`src/hdl/flch_pkg.sv`:
```
`timescale 1ns / 1ps
`default_nettype none

package flch_pkg;

    // field widths fixed by the frame descriptor and result layout
    localparam int LINK_W    = 16;
    localparam int LEN_W     = 16;
    localparam int CNT32_W   = 32;
    localparam int KEY_W     = LINK_W + LEN_W;
    localparam int KIND_W    = 3;
    localparam int OUTCOME_W = 2;
    localparam int SLOT_W    = 5;
    localparam int CFG_IDX_W = 8;
    localparam int CFG_REGS  = 4;
    localparam int KINDS     = 5;

    // frame kinds
    localparam logic [KIND_W-1:0] KIND_PROFILE  = 3'd0;
    localparam logic [KIND_W-1:0] KIND_ENDSYS   = 3'd1;
    localparam logic [KIND_W-1:0] KIND_SRC_CNT  = 3'd2;
    localparam logic [KIND_W-1:0] KIND_DST_CNT  = 3'd3;
    localparam logic [KIND_W-1:0] KIND_UNKNOWN  = 3'd4;

    // bucket outcomes
    localparam logic [OUTCOME_W-1:0] OUT_CLASSIFIED = 2'd0;
    localparam logic [OUTCOME_W-1:0] OUT_HIT        = 2'd1;
    localparam logic [OUTCOME_W-1:0] OUT_NEW        = 2'd2;
    localparam logic [OUTCOME_W-1:0] OUT_FULL       = 2'd3;

    // configuration register indexes
    localparam logic [CFG_IDX_W-1:0] REG_PROFILE_LEN = 8'd0;
    localparam logic [CFG_IDX_W-1:0] REG_ENDSYS_LEN  = 8'd1;
    localparam logic [CFG_IDX_W-1:0] REG_SRC_CNT_LEN = 8'd2;
    localparam logic [CFG_IDX_W-1:0] REG_DST_CNT_LEN = 8'd3;

    localparam logic [LEN_W-1:0] PROFILE_LEN_RST = 16'd137;
    localparam logic [LEN_W-1:0] ENDSYS_LEN_RST  = 16'd353;
    localparam logic [LEN_W-1:0] SRC_CNT_LEN_RST = 16'd961;
    localparam logic [LEN_W-1:0] DST_CNT_LEN_RST = 16'd385;

    localparam logic [1:0] CLS_LAST = 2'(CFG_REGS - 1);

    localparam logic [CNT32_W-1:0] CNT_ONE = 32'd1;

    typedef enum logic [2:0] {
        S_IDLE,
        S_CLASS,
        S_SCAN,
        S_BUCKET,
        S_KIND
    } t_state;

endpackage

`default_nettype wire

```
`src/hdl/flch_alu.sv`:
```
`timescale 1ns / 1ps
`default_nettype none

// Shared datapath unit: one key/length equality compare and one
// saturating 32-bit increment, reused by every step of the sequencer.
module flch_alu
    import flch_pkg::*;
(
    input  wire logic [KEY_W-1:0]   i_cmp_a,
    input  wire logic [KEY_W-1:0]   i_cmp_b,
    input  wire logic [CNT32_W-1:0] i_inc_a,
    output logic                    o_eq,
    output logic [CNT32_W-1:0]      o_inc
);

    assign o_eq  = (i_cmp_a == i_cmp_b);
    assign o_inc = (&i_inc_a) ? i_inc_a : i_inc_a + CNT_ONE;

endmodule

`default_nettype wire

```
`src/hdl/flch_bucket_ram.sv`:
```
`timescale 1ns / 1ps
`default_nettype none

// Bucket table: one write port, one registered read port.
module flch_bucket_ram #(
    parameter int DEPTH = 32,
    parameter int AW    = 5,
    parameter int DW    = 64
) (
    input  wire logic          i_clk,
    input  wire logic          i_wr_en,
    input  wire logic [AW-1:0] i_wr_addr,
    input  wire logic [DW-1:0] i_wr_data,
    input  wire logic          i_rd_en,
    input  wire logic [AW-1:0] i_rd_addr,
    output logic      [DW-1:0] o_rd_data
);

    logic [DW-1:0] r_mem [DEPTH];
    logic [DW-1:0] r_rd_data;

    always_ff @(posedge i_clk) begin
        if (i_wr_en) begin
            r_mem[i_wr_addr] <= i_wr_data;
        end
    end

    always_ff @(posedge i_clk) begin
        if (i_rd_en) begin
            r_rd_data <= r_mem[i_rd_addr];
        end
    end

    assign o_rd_data = r_rd_data;

endmodule

`default_nettype wire

```
`src/hdl/frame_length_classifier_histogram.sv`:
```
// Frame length classifier with an unknown-length histogram.
// Input stream (s_axis): one transaction per received frame, tdata holds
// link id and total length, tuser the payload-present flag. Each frame is
// counted, matched by exact length against four configured lengths, and
// otherwise looked up in a table of BUCKETS (link id, length) entries.
// Output stream (m_axis): one result transaction per frame with the kind in
// tuser and all updated counters, bucket outcome, slot and hit count in tdata.
// Config channel: write index/data with valid/ready, always ready; write only
// while the block is idle. Indexes 4 and up are ignored.
// Sequence: one frame at a time. Accept, then length compares, one per
// register until a match (skipped if no payload or short); unmatched frames
// get a table scan, one entry per cycle through the single read port of the
// bucket RAM and the shared comparator, ending at a hit or after all used
// entries, then a bucket update; last comes the result step.
// The result sits in an output register; a new frame is accepted while it
// waits, but the next result holds in the sequencer until it is taken.
// Reset: counters, table fill count and length registers return to their
// reset values; table contents are not cleared, no clearing pass is needed.
`timescale 1ns / 1ps
`default_nettype none

module frame_length_classifier_histogram
    import flch_pkg::*;
#(
    parameter int BUCKETS       = 32,
    parameter int TRAILER_BYTES = 1
) (
    input  wire logic                 i_clk,
    input  wire logic                 i_rst_n,
    // tdata: link_id[15:0], frame_len[31:16]
    input  wire logic                 i_s_axis_tvalid,
    output logic                      o_s_axis_tready,
    input  wire logic [31:0]          i_s_axis_tdata,
    // tuser: payload_present[0]
    input  wire logic [0:0]           i_s_axis_tuser,
    // tdata: kind_total[31:0], all_frames_total[63:32], bucket_outcome[65:64],
    //        bucket_slot[70:66], bucket_hits[102:71], lost_pairs_total[134:103]
    output logic                      o_m_axis_tvalid,
    input  wire logic                 i_m_axis_tready,
    output logic [135:0]              o_m_axis_tdata,
    // tuser: frame_kind[2:0]
    output logic [KIND_W-1:0]         o_m_axis_tuser,
    input  wire logic                 i_cfg_valid,
    output logic                      o_cfg_ready,
    input  wire logic [CFG_IDX_W-1:0] i_cfg_index,
    input  wire logic [LEN_W-1:0]     i_cfg_data
);

    localparam int IDX_W = (BUCKETS > 1) ? $clog2(BUCKETS) : 1;
    localparam int CNT_W = $clog2(BUCKETS + 1);
    localparam int ROW_W = KEY_W + CNT32_W;

    t_state r_state, n_state;

    logic [LINK_W-1:0]    r_link, n_link;
    logic [LEN_W-1:0]     r_len, n_len;
    logic                 r_present, n_present;
    logic [LEN_W-1:0]     r_cfg [CFG_REGS];
    logic [1:0]           r_cls_idx, n_cls_idx;
    logic [KIND_W-1:0]    r_kind, n_kind;
    logic [CNT32_W-1:0]   r_frame_cnt, n_frame_cnt;
    logic [CNT32_W-1:0]   r_kind_cnt [KINDS];
    logic [CNT32_W-1:0]   n_kind_cnt [KINDS];
    logic [CNT32_W-1:0]   r_lost_cnt, n_lost_cnt;
    logic [CNT_W-1:0]     r_used, n_used;
    logic [CNT_W-1:0]     r_rd_idx, n_rd_idx;
    logic                 r_cmp_pend, n_cmp_pend;
    logic [IDX_W-1:0]     r_cmp_idx, n_cmp_idx;
    logic [OUTCOME_W-1:0] r_outcome, n_outcome;
    logic [IDX_W-1:0]     r_slot, n_slot;
    logic [CNT32_W-1:0]   r_hits, n_hits;
    logic                 r_out_valid, n_out_valid;

    logic [KIND_W-1:0]    r_o_kind;
    logic [CNT32_W-1:0]   r_o_kind_total;
    logic [CNT32_W-1:0]   r_o_all;
    logic [OUTCOME_W-1:0] r_o_outcome;
    logic [SLOT_W-1:0]    r_o_slot;
    logic [CNT32_W-1:0]   r_o_hits;
    logic [CNT32_W-1:0]   r_o_lost;

    logic                 s_accept;
    logic                 out_load;
    logic                 len_ok;
    logic [KEY_W-1:0]     key;
    logic [KEY_W-1:0]     cmp_a, cmp_b;
    logic [CNT32_W-1:0]   inc_a, inc_out;
    logic                 cmp_eq;
    logic                 wr_en, rd_en;
    logic [ROW_W-1:0]     wr_data, rd_data;
    logic [IDX_W+SLOT_W-1:0] slot_ext;

    assign s_accept = i_s_axis_tvalid && o_s_axis_tready;
    assign len_ok   = (r_len >= LEN_W'(TRAILER_BYTES));
    assign key      = {r_link, r_len};
    assign slot_ext = {{SLOT_W{1'b0}}, r_slot};

    flch_alu u_alu (
        .i_cmp_a (cmp_a),
        .i_cmp_b (cmp_b),
        .i_inc_a (inc_a),
        .o_eq    (cmp_eq),
        .o_inc   (inc_out)
    );

    flch_bucket_ram #(
        .DEPTH (BUCKETS),
        .AW    (IDX_W),
        .DW    (ROW_W)
    ) u_ram (
        .i_clk     (i_clk),
        .i_wr_en   (wr_en),
        .i_wr_addr (r_slot),
        .i_wr_data (wr_data),
        .i_rd_en   (rd_en),
        .i_rd_addr (r_rd_idx[IDX_W-1:0]),
        .o_rd_data (rd_data)
    );

    // operand selection for the shared unit
    always_comb begin
        if (r_state == S_CLASS) begin
            cmp_a = {{LINK_W{1'b0}}, r_len};
            cmp_b = {{LINK_W{1'b0}}, r_cfg[r_cls_idx]};
        end else begin
            cmp_a = key;
            cmp_b = rd_data[ROW_W-1:CNT32_W];
        end
        unique case (r_state)
            S_BUCKET: inc_a = (r_outcome == OUT_HIT) ? rd_data[CNT32_W-1:0] : r_lost_cnt;
            S_KIND:   inc_a = r_kind_cnt[r_kind];
            default:  inc_a = r_frame_cnt;
        endcase
    end

    always_comb begin
        n_state     = r_state;
        n_link      = r_link;
        n_len       = r_len;
        n_present   = r_present;
        n_cls_idx   = r_cls_idx;
        n_kind      = r_kind;
        n_frame_cnt = r_frame_cnt;
        n_kind_cnt  = r_kind_cnt;
        n_lost_cnt  = r_lost_cnt;
        n_used      = r_used;
        n_rd_idx    = r_rd_idx;
        n_cmp_pend  = r_cmp_pend;
        n_cmp_idx   = r_cmp_idx;
        n_outcome   = r_outcome;
        n_slot      = r_slot;
        n_hits      = r_hits;
        wr_en       = 1'b0;
        rd_en       = 1'b0;
        wr_data     = {key, CNT_ONE};
        out_load    = 1'b0;

        unique case (r_state)
            S_IDLE: begin
                if (s_accept) begin
                    n_link      = i_s_axis_tdata[15:0];
                    n_len       = i_s_axis_tdata[31:16];
                    n_present   = i_s_axis_tuser[0];
                    n_frame_cnt = inc_out;
                    n_cls_idx   = '0;
                    n_state     = S_CLASS;
                end
            end
            S_CLASS: begin
                priority if (!(r_present && len_ok)) begin
                    n_kind     = KIND_UNKNOWN;
                    n_rd_idx   = '0;
                    n_cmp_pend = 1'b0;
                    n_state    = S_SCAN;
                end else if (cmp_eq) begin
                    n_kind    = {1'b0, r_cls_idx};
                    n_outcome = OUT_CLASSIFIED;
                    n_slot    = '0;
                    n_hits    = '0;
                    n_state   = S_KIND;
                end else if (r_cls_idx == CLS_LAST) begin
                    n_kind     = KIND_UNKNOWN;
                    n_rd_idx   = '0;
                    n_cmp_pend = 1'b0;
                    n_state    = S_SCAN;
                end else begin
                    n_cls_idx = r_cls_idx + 2'd1;
                end
            end
            S_SCAN: begin
                // reads are issued one entry ahead of the compare
                priority if (r_cmp_pend && cmp_eq) begin
                    n_outcome  = OUT_HIT;
                    n_slot     = r_cmp_idx;
                    n_cmp_pend = 1'b0;
                    n_state    = S_BUCKET;
                end else if (r_rd_idx < r_used) begin
                    rd_en      = 1'b1;
                    n_cmp_pend = 1'b1;
                    n_cmp_idx  = r_rd_idx[IDX_W-1:0];
                    n_rd_idx   = r_rd_idx + CNT_W'(1);
                end else if (r_used < CNT_W'(BUCKETS)) begin
                    n_outcome  = OUT_NEW;
                    n_slot     = r_used[IDX_W-1:0];
                    n_cmp_pend = 1'b0;
                    n_state    = S_BUCKET;
                end else begin
                    n_outcome  = OUT_FULL;
                    n_slot     = '0;
                    n_cmp_pend = 1'b0;
                    n_state    = S_BUCKET;
                end
            end
            S_BUCKET: begin
                priority if (r_outcome == OUT_HIT) begin
                    wr_en   = 1'b1;
                    wr_data = {key, inc_out};
                    n_hits  = inc_out;
                end else if (r_outcome == OUT_NEW) begin
                    wr_en   = 1'b1;
                    wr_data = {key, CNT_ONE};
                    n_hits  = CNT_ONE;
                    n_used  = r_used + CNT_W'(1);
                end else begin
                    n_lost_cnt = inc_out;
                    n_hits     = '0;
                end
                n_state = S_KIND;
            end
            S_KIND: begin
                // commit only once the output register is free
                if (!r_out_valid || i_m_axis_tready) begin
                    n_kind_cnt[r_kind] = inc_out;
                    out_load           = 1'b1;
                    n_state            = S_IDLE;
                end
            end
            default: n_state = S_IDLE;
        endcase

        priority if (out_load) begin
            n_out_valid = 1'b1;
        end else if (r_out_valid && i_m_axis_tready) begin
            n_out_valid = 1'b0;
        end else begin
            n_out_valid = r_out_valid;
        end
    end

    always_ff @(posedge i_clk) begin
        if (!i_rst_n) begin
            r_state     <= S_IDLE;
            r_frame_cnt <= '0;
            r_lost_cnt  <= '0;
            r_used      <= '0;
            r_cmp_pend  <= 1'b0;
            r_out_valid <= 1'b0;
            for (int k = 0; k < KINDS; k++) begin
                r_kind_cnt[k[KIND_W-1:0]] <= '0;
            end
        end else begin
            r_state     <= n_state;
            r_frame_cnt <= n_frame_cnt;
            r_lost_cnt  <= n_lost_cnt;
            r_used      <= n_used;
            r_cmp_pend  <= n_cmp_pend;
            r_out_valid <= n_out_valid;
            r_kind_cnt  <= n_kind_cnt;
        end
    end

    always_ff @(posedge i_clk) begin
        r_link    <= n_link;
        r_len     <= n_len;
        r_present <= n_present;
        r_cls_idx <= n_cls_idx;
        r_kind    <= n_kind;
        r_rd_idx  <= n_rd_idx;
        r_cmp_idx <= n_cmp_idx;
        r_outcome <= n_outcome;
        r_slot    <= n_slot;
        r_hits    <= n_hits;
        if (out_load) begin
            r_o_kind       <= r_kind;
            r_o_kind_total <= inc_out;
            r_o_all        <= r_frame_cnt;
            r_o_outcome    <= r_outcome;
            r_o_slot       <= slot_ext[SLOT_W-1:0];
            r_o_hits       <= r_hits;
            r_o_lost       <= r_lost_cnt;
        end
    end

    // length registers
    always_ff @(posedge i_clk) begin
        if (!i_rst_n) begin
            r_cfg[0] <= PROFILE_LEN_RST;
            r_cfg[1] <= ENDSYS_LEN_RST;
            r_cfg[2] <= SRC_CNT_LEN_RST;
            r_cfg[3] <= DST_CNT_LEN_RST;
        end else if (i_cfg_valid && o_cfg_ready) begin
            unique case (i_cfg_index)
                REG_PROFILE_LEN: r_cfg[0] <= i_cfg_data;
                REG_ENDSYS_LEN:  r_cfg[1] <= i_cfg_data;
                REG_SRC_CNT_LEN: r_cfg[2] <= i_cfg_data;
                REG_DST_CNT_LEN: r_cfg[3] <= i_cfg_data;
                default: ;
            endcase
        end
    end

    assign o_cfg_ready     = 1'b1;
    assign o_s_axis_tready = (r_state == S_IDLE);
    assign o_m_axis_tvalid = r_out_valid;
    assign o_m_axis_tuser  = r_o_kind;
    assign o_m_axis_tdata  = {1'b0, r_o_lost, r_o_hits, r_o_slot, r_o_outcome,
                              r_o_all, r_o_kind_total};

endmodule

`default_nettype wire
```
`config.mk`:
```
export PLATFORM = sky130hd
export DESIGN_NAME = frame_length_classifier_histogram
export DESIGN_NICKNAME = d
export VERILOG_FILES = /design/src/hdl/flch_pkg.sv /design/src/hdl/flch_alu.sv /design/src/hdl/flch_bucket_ram.sv /design/src/hdl/frame_length_classifier_histogram.sv
export SDC_FILE = /design/constraint.sdc
export NUM_CORES = 2
export LEC_CHECK = 0
export CORE_MARGIN = 3
export CORE_UTILIZATION = 40
export CTS_CLUSTER_SIZE = 16
export DETAILED_ROUTE_END_ITERATION = 10
export DONT_BUFFER_PORTS = 1
export PLACE_DENSITY = 0.62
export SETUP_SLACK_MARGIN = 0.4
export SLEW_MARGIN = 20
export SYNTH_ARGS = -nofsm -noshare
export SYNTH_HDL_FRONTEND = slang
export SYNTH_SLANG_ARGS = --single-unit
export TNS_END_PERCENT = 100
```
`constraint.sdc`:
```
create_clock -name i_clk -period 14.3 [get_ports i_clk]
set_clock_uncertainty 0.1 [all_clocks]
set_input_delay 1.43 -clock i_clk [delete_from_list [all_inputs] [get_ports i_clk]]
set_output_delay 1.43 -clock i_clk [all_outputs]
set_load 0.01 [all_outputs]
```
==> run summary <==
WP data arrival -> 6.52 ns
initial antenna violation count -> 19
H-tree depth -> 5
Fin. Hold Viols -> 0
largest net degree at the start of global routing -> 194
Post-synth ARST share -> 0%
Post-Syn Area per Cell -> 19.3 um^2
synth unique cells -> 72
fin crit period -> 6.06 ns
drt via density -> 6.10
num rows -> 186
Max-Cap Viols -> 0
Post-CTS Setup Inserts -> 0
die area -> 265000 um^2
synth warn -> 0
drt wl/cell -> 31.7 um
antenna viol nets, final -> 0
gr busiest metal -> met2
Required @ worst endpoint -> 14.76 ns
synthesis-stage register bit count -> 2639
CTS tree -> built
Bufs on Longest Clock Path -> 4
commonest non-fill, non-tap cell in the layout -> edfxtp_1
Post-Synth Adder-Cell Area -> 0.145%
IO buf count -> 0
Worst-path clk slew -> 0.06 ns
Die Wd -> 515 um
Worst-Margin Slew -> 1.18 ns
routing usage on met2 -> 33.9%
top_reg_cell synth -> edfxtp_1
Initial DRC Count -> 7369
vias in the first global route -> 54.9k
ratio of cells with drive above 1 in the final layout -> 25.3%
CP Capture Type -> flip-flop
Via Count -> 55.7k
nets@finish -> 5603
FILL cells -> 21.5k
Synth Instances -> 5380
synthesis-to-finish area growth -> 13.5%
number of I/O pins -> 204
met3 Use GR -> 4.28%
worst path cell trace -> or3b_1 > buf_4 > nor2_1 > a221oi_1 > a222oi_1 > nand4_2 > nor4_4 > buf_4 > o31ai_2 > buf_4 > nor2_2
die height -> 515 um
TritonRoute pass-1 iters -> 7
TritonCTS Sinks -> 2639
peak supply drop -> 0.133 mV
Pleak -> 37.8 nW
number of synthesized flops with an enable pin -> 2402
fin crit share -> 42.3%
global route overflow -> 0
Synth Net Count -> 5454
post-synth top area share -> 69.6%
Crit-path slowest cell -> nor2_2
top cell family by delay on the critical path -> simple AND/OR/NAND/NOR gates
register area -> 76900 um^2
Synth Area in Simple Gates -> 4.76%
pwr dens -> 149 nW/um^2
final setup fails -> 0
area of the multi-input gates -> 25800 um^2
CP Class -> reg2reg
CTS Buf Count -> 285
critical path's most frequent cell -> buf_4
CP Buf/Inv Count -> 3
largest family of logic cells by synthesized area -> multiplexers
CP Launch Type -> flip-flop
first-pass GRT wire length -> 411 mm
Post-DP HPWL -> 155 mm
DRT Wirelength -> 290 mm
number of remaining DRC errors -> 0
CTS root buffer -> clkbuf_16
worst skew pair latency -> 0.94 ns
design area -> 118000 um^2
xor/xnor share of the synthesized area -> 0.372%
Starting Density -> 40.3%
Seq/Total Area, Yosys -> 74.2%
# hold bufs at CTS -> 0
post-synthesis mux area share -> 15.9%
synth top area cells -> edfxtp_1 70%, mux4_2 14%, dfxtp_1 4.6%
Final Max Slew Viols -> 0
mapped cell area -> 104000 um^2
Setup TNS Final -> 0 ns
CTS resizes -> 0
GP Congestion -> 0.950
GRT met1 Usage -> 30.4%
unrepaired setup endpoints after global routing -> no
area leader, netlist -> edfxtp_1
critical-path maximum fanout -> 39
area post-placement -> 109000 um^2
hold crit path type -> reg2reg
commonest non-fill, non-tap cells in the layout -> 2402 x edfxtp_1, 657 x mux4_2, 295 x clkbuf_16
all-layer global routing usage -> 21.5%
Max Freq -> 165 MHz
Slowest Stage Delay on Critical Path -> 0.89 ns
fraction of the mapped netlist area in compound gates -> 3.23%
core box area -> 257000 um^2
outcome -> complete, no violations
Slew Limit Headroom -> 21.5%
[cell usage after synthesis (all sizes together) (7+ instances only)]
library cell and instances:
a21o 13, xnor2 41, dfxtp 237, a22o 15
o311ai 15, o211ai 72, nand3b 8, mux2i 60
edfxtp 2402, o31ai 46, and3 16, a31oi 22
and2 63, o21a 8, or2 8, nor2b 8
or3 27, o2bb2ai 12, mux4 657, buf 83
a221o 7, nand2b 18, nand4 59, a21oi 60
and4 12, nand3 231, a22oi 25, ha 12
nor2 257, nand2 179, nor4 17, nor3 78
mux2 97, o21ai 110, inv 27, a32oi 39
clkbuf 267
[per-stage QoR]
stage	total power, W	worst slack [ns]	hold WS, ns	instances	utilization, %
2_1_floorplan	0.0101	4.71	0.300	5380	-
3_3_place_gp	0.0106	8.41	0.306	8621	42.2
3_5_place_dp	0.0106	8.25	0.305	8623	42.2
4_1_cts	0.0177	8.28	0.320	9117	45.7
5_1_grt	0.0181	7.95	0.323	9122	45.7
6_report	0.0176	8.24	0.317	9127	45.7
[cell families after synthesis]
logic type	count (synthesis)
flops	2639
simple gates	1005
mux	814
compound gates	485
buf+inv	379
xor+xnor	44
fa+ha+maj	12
other cells	2
[power breakdown]
| group | switching, W | internal, W |
|---|---|---|
| combinational | 0.00100 | 0.000800 |
| clock | 0.00294 | 0.00418 |
| sequential | 0.0000822 | 0.00855 |
[routing by layer]
layer / share of wire [%] / routed length [um]
met3: 8.9 / 25900
met2: 47 / 137000
met1: 41 / 118000
met4: 3.0 / 8590
met5: 0.034 / 98
[final timing paths]
kind / startpoint / to / slack, ns / cells after the start
hold / removal: r_hits[16] / r_o_hits[16] / 0.32 / 0
setup reg to reg: r_state[2] / u_ram.r_mem[28][10] / 8.24 / 11
setup / recovery: r_state[2] / u_ram.r_mem[28][10] / 8.24 / 11
hold reg to reg: r_hits[16] / r_o_hits[16] / 0.32 / 0
[flip-flops by register name, summed over array words and instances, names as in the netlist, 32 cells and up, named ones only]
name             count
r_lost_cnt          32
r_o_hits            32
u_ram.o_rd_data     64
r_kind_cnt         160
r_hits              32
r_o_lost            32
r_o_kind_total      32
r_cfg               64
r_frame_cnt         32
r_o_all             32
u_ram.r_mem       2048
[cell type report]
cell class,instances,share of cell area [%]
antenna,7,0.0149
clock buffer,357,6.53
clock inverter,137,1.04
inverter,29,0.0936
multi-input combinational,2362,21.9
sequential,2639,65.3
tap,3384,3.60
timing repair buffer,212,1.45
(Power assumes the default switching activity.)
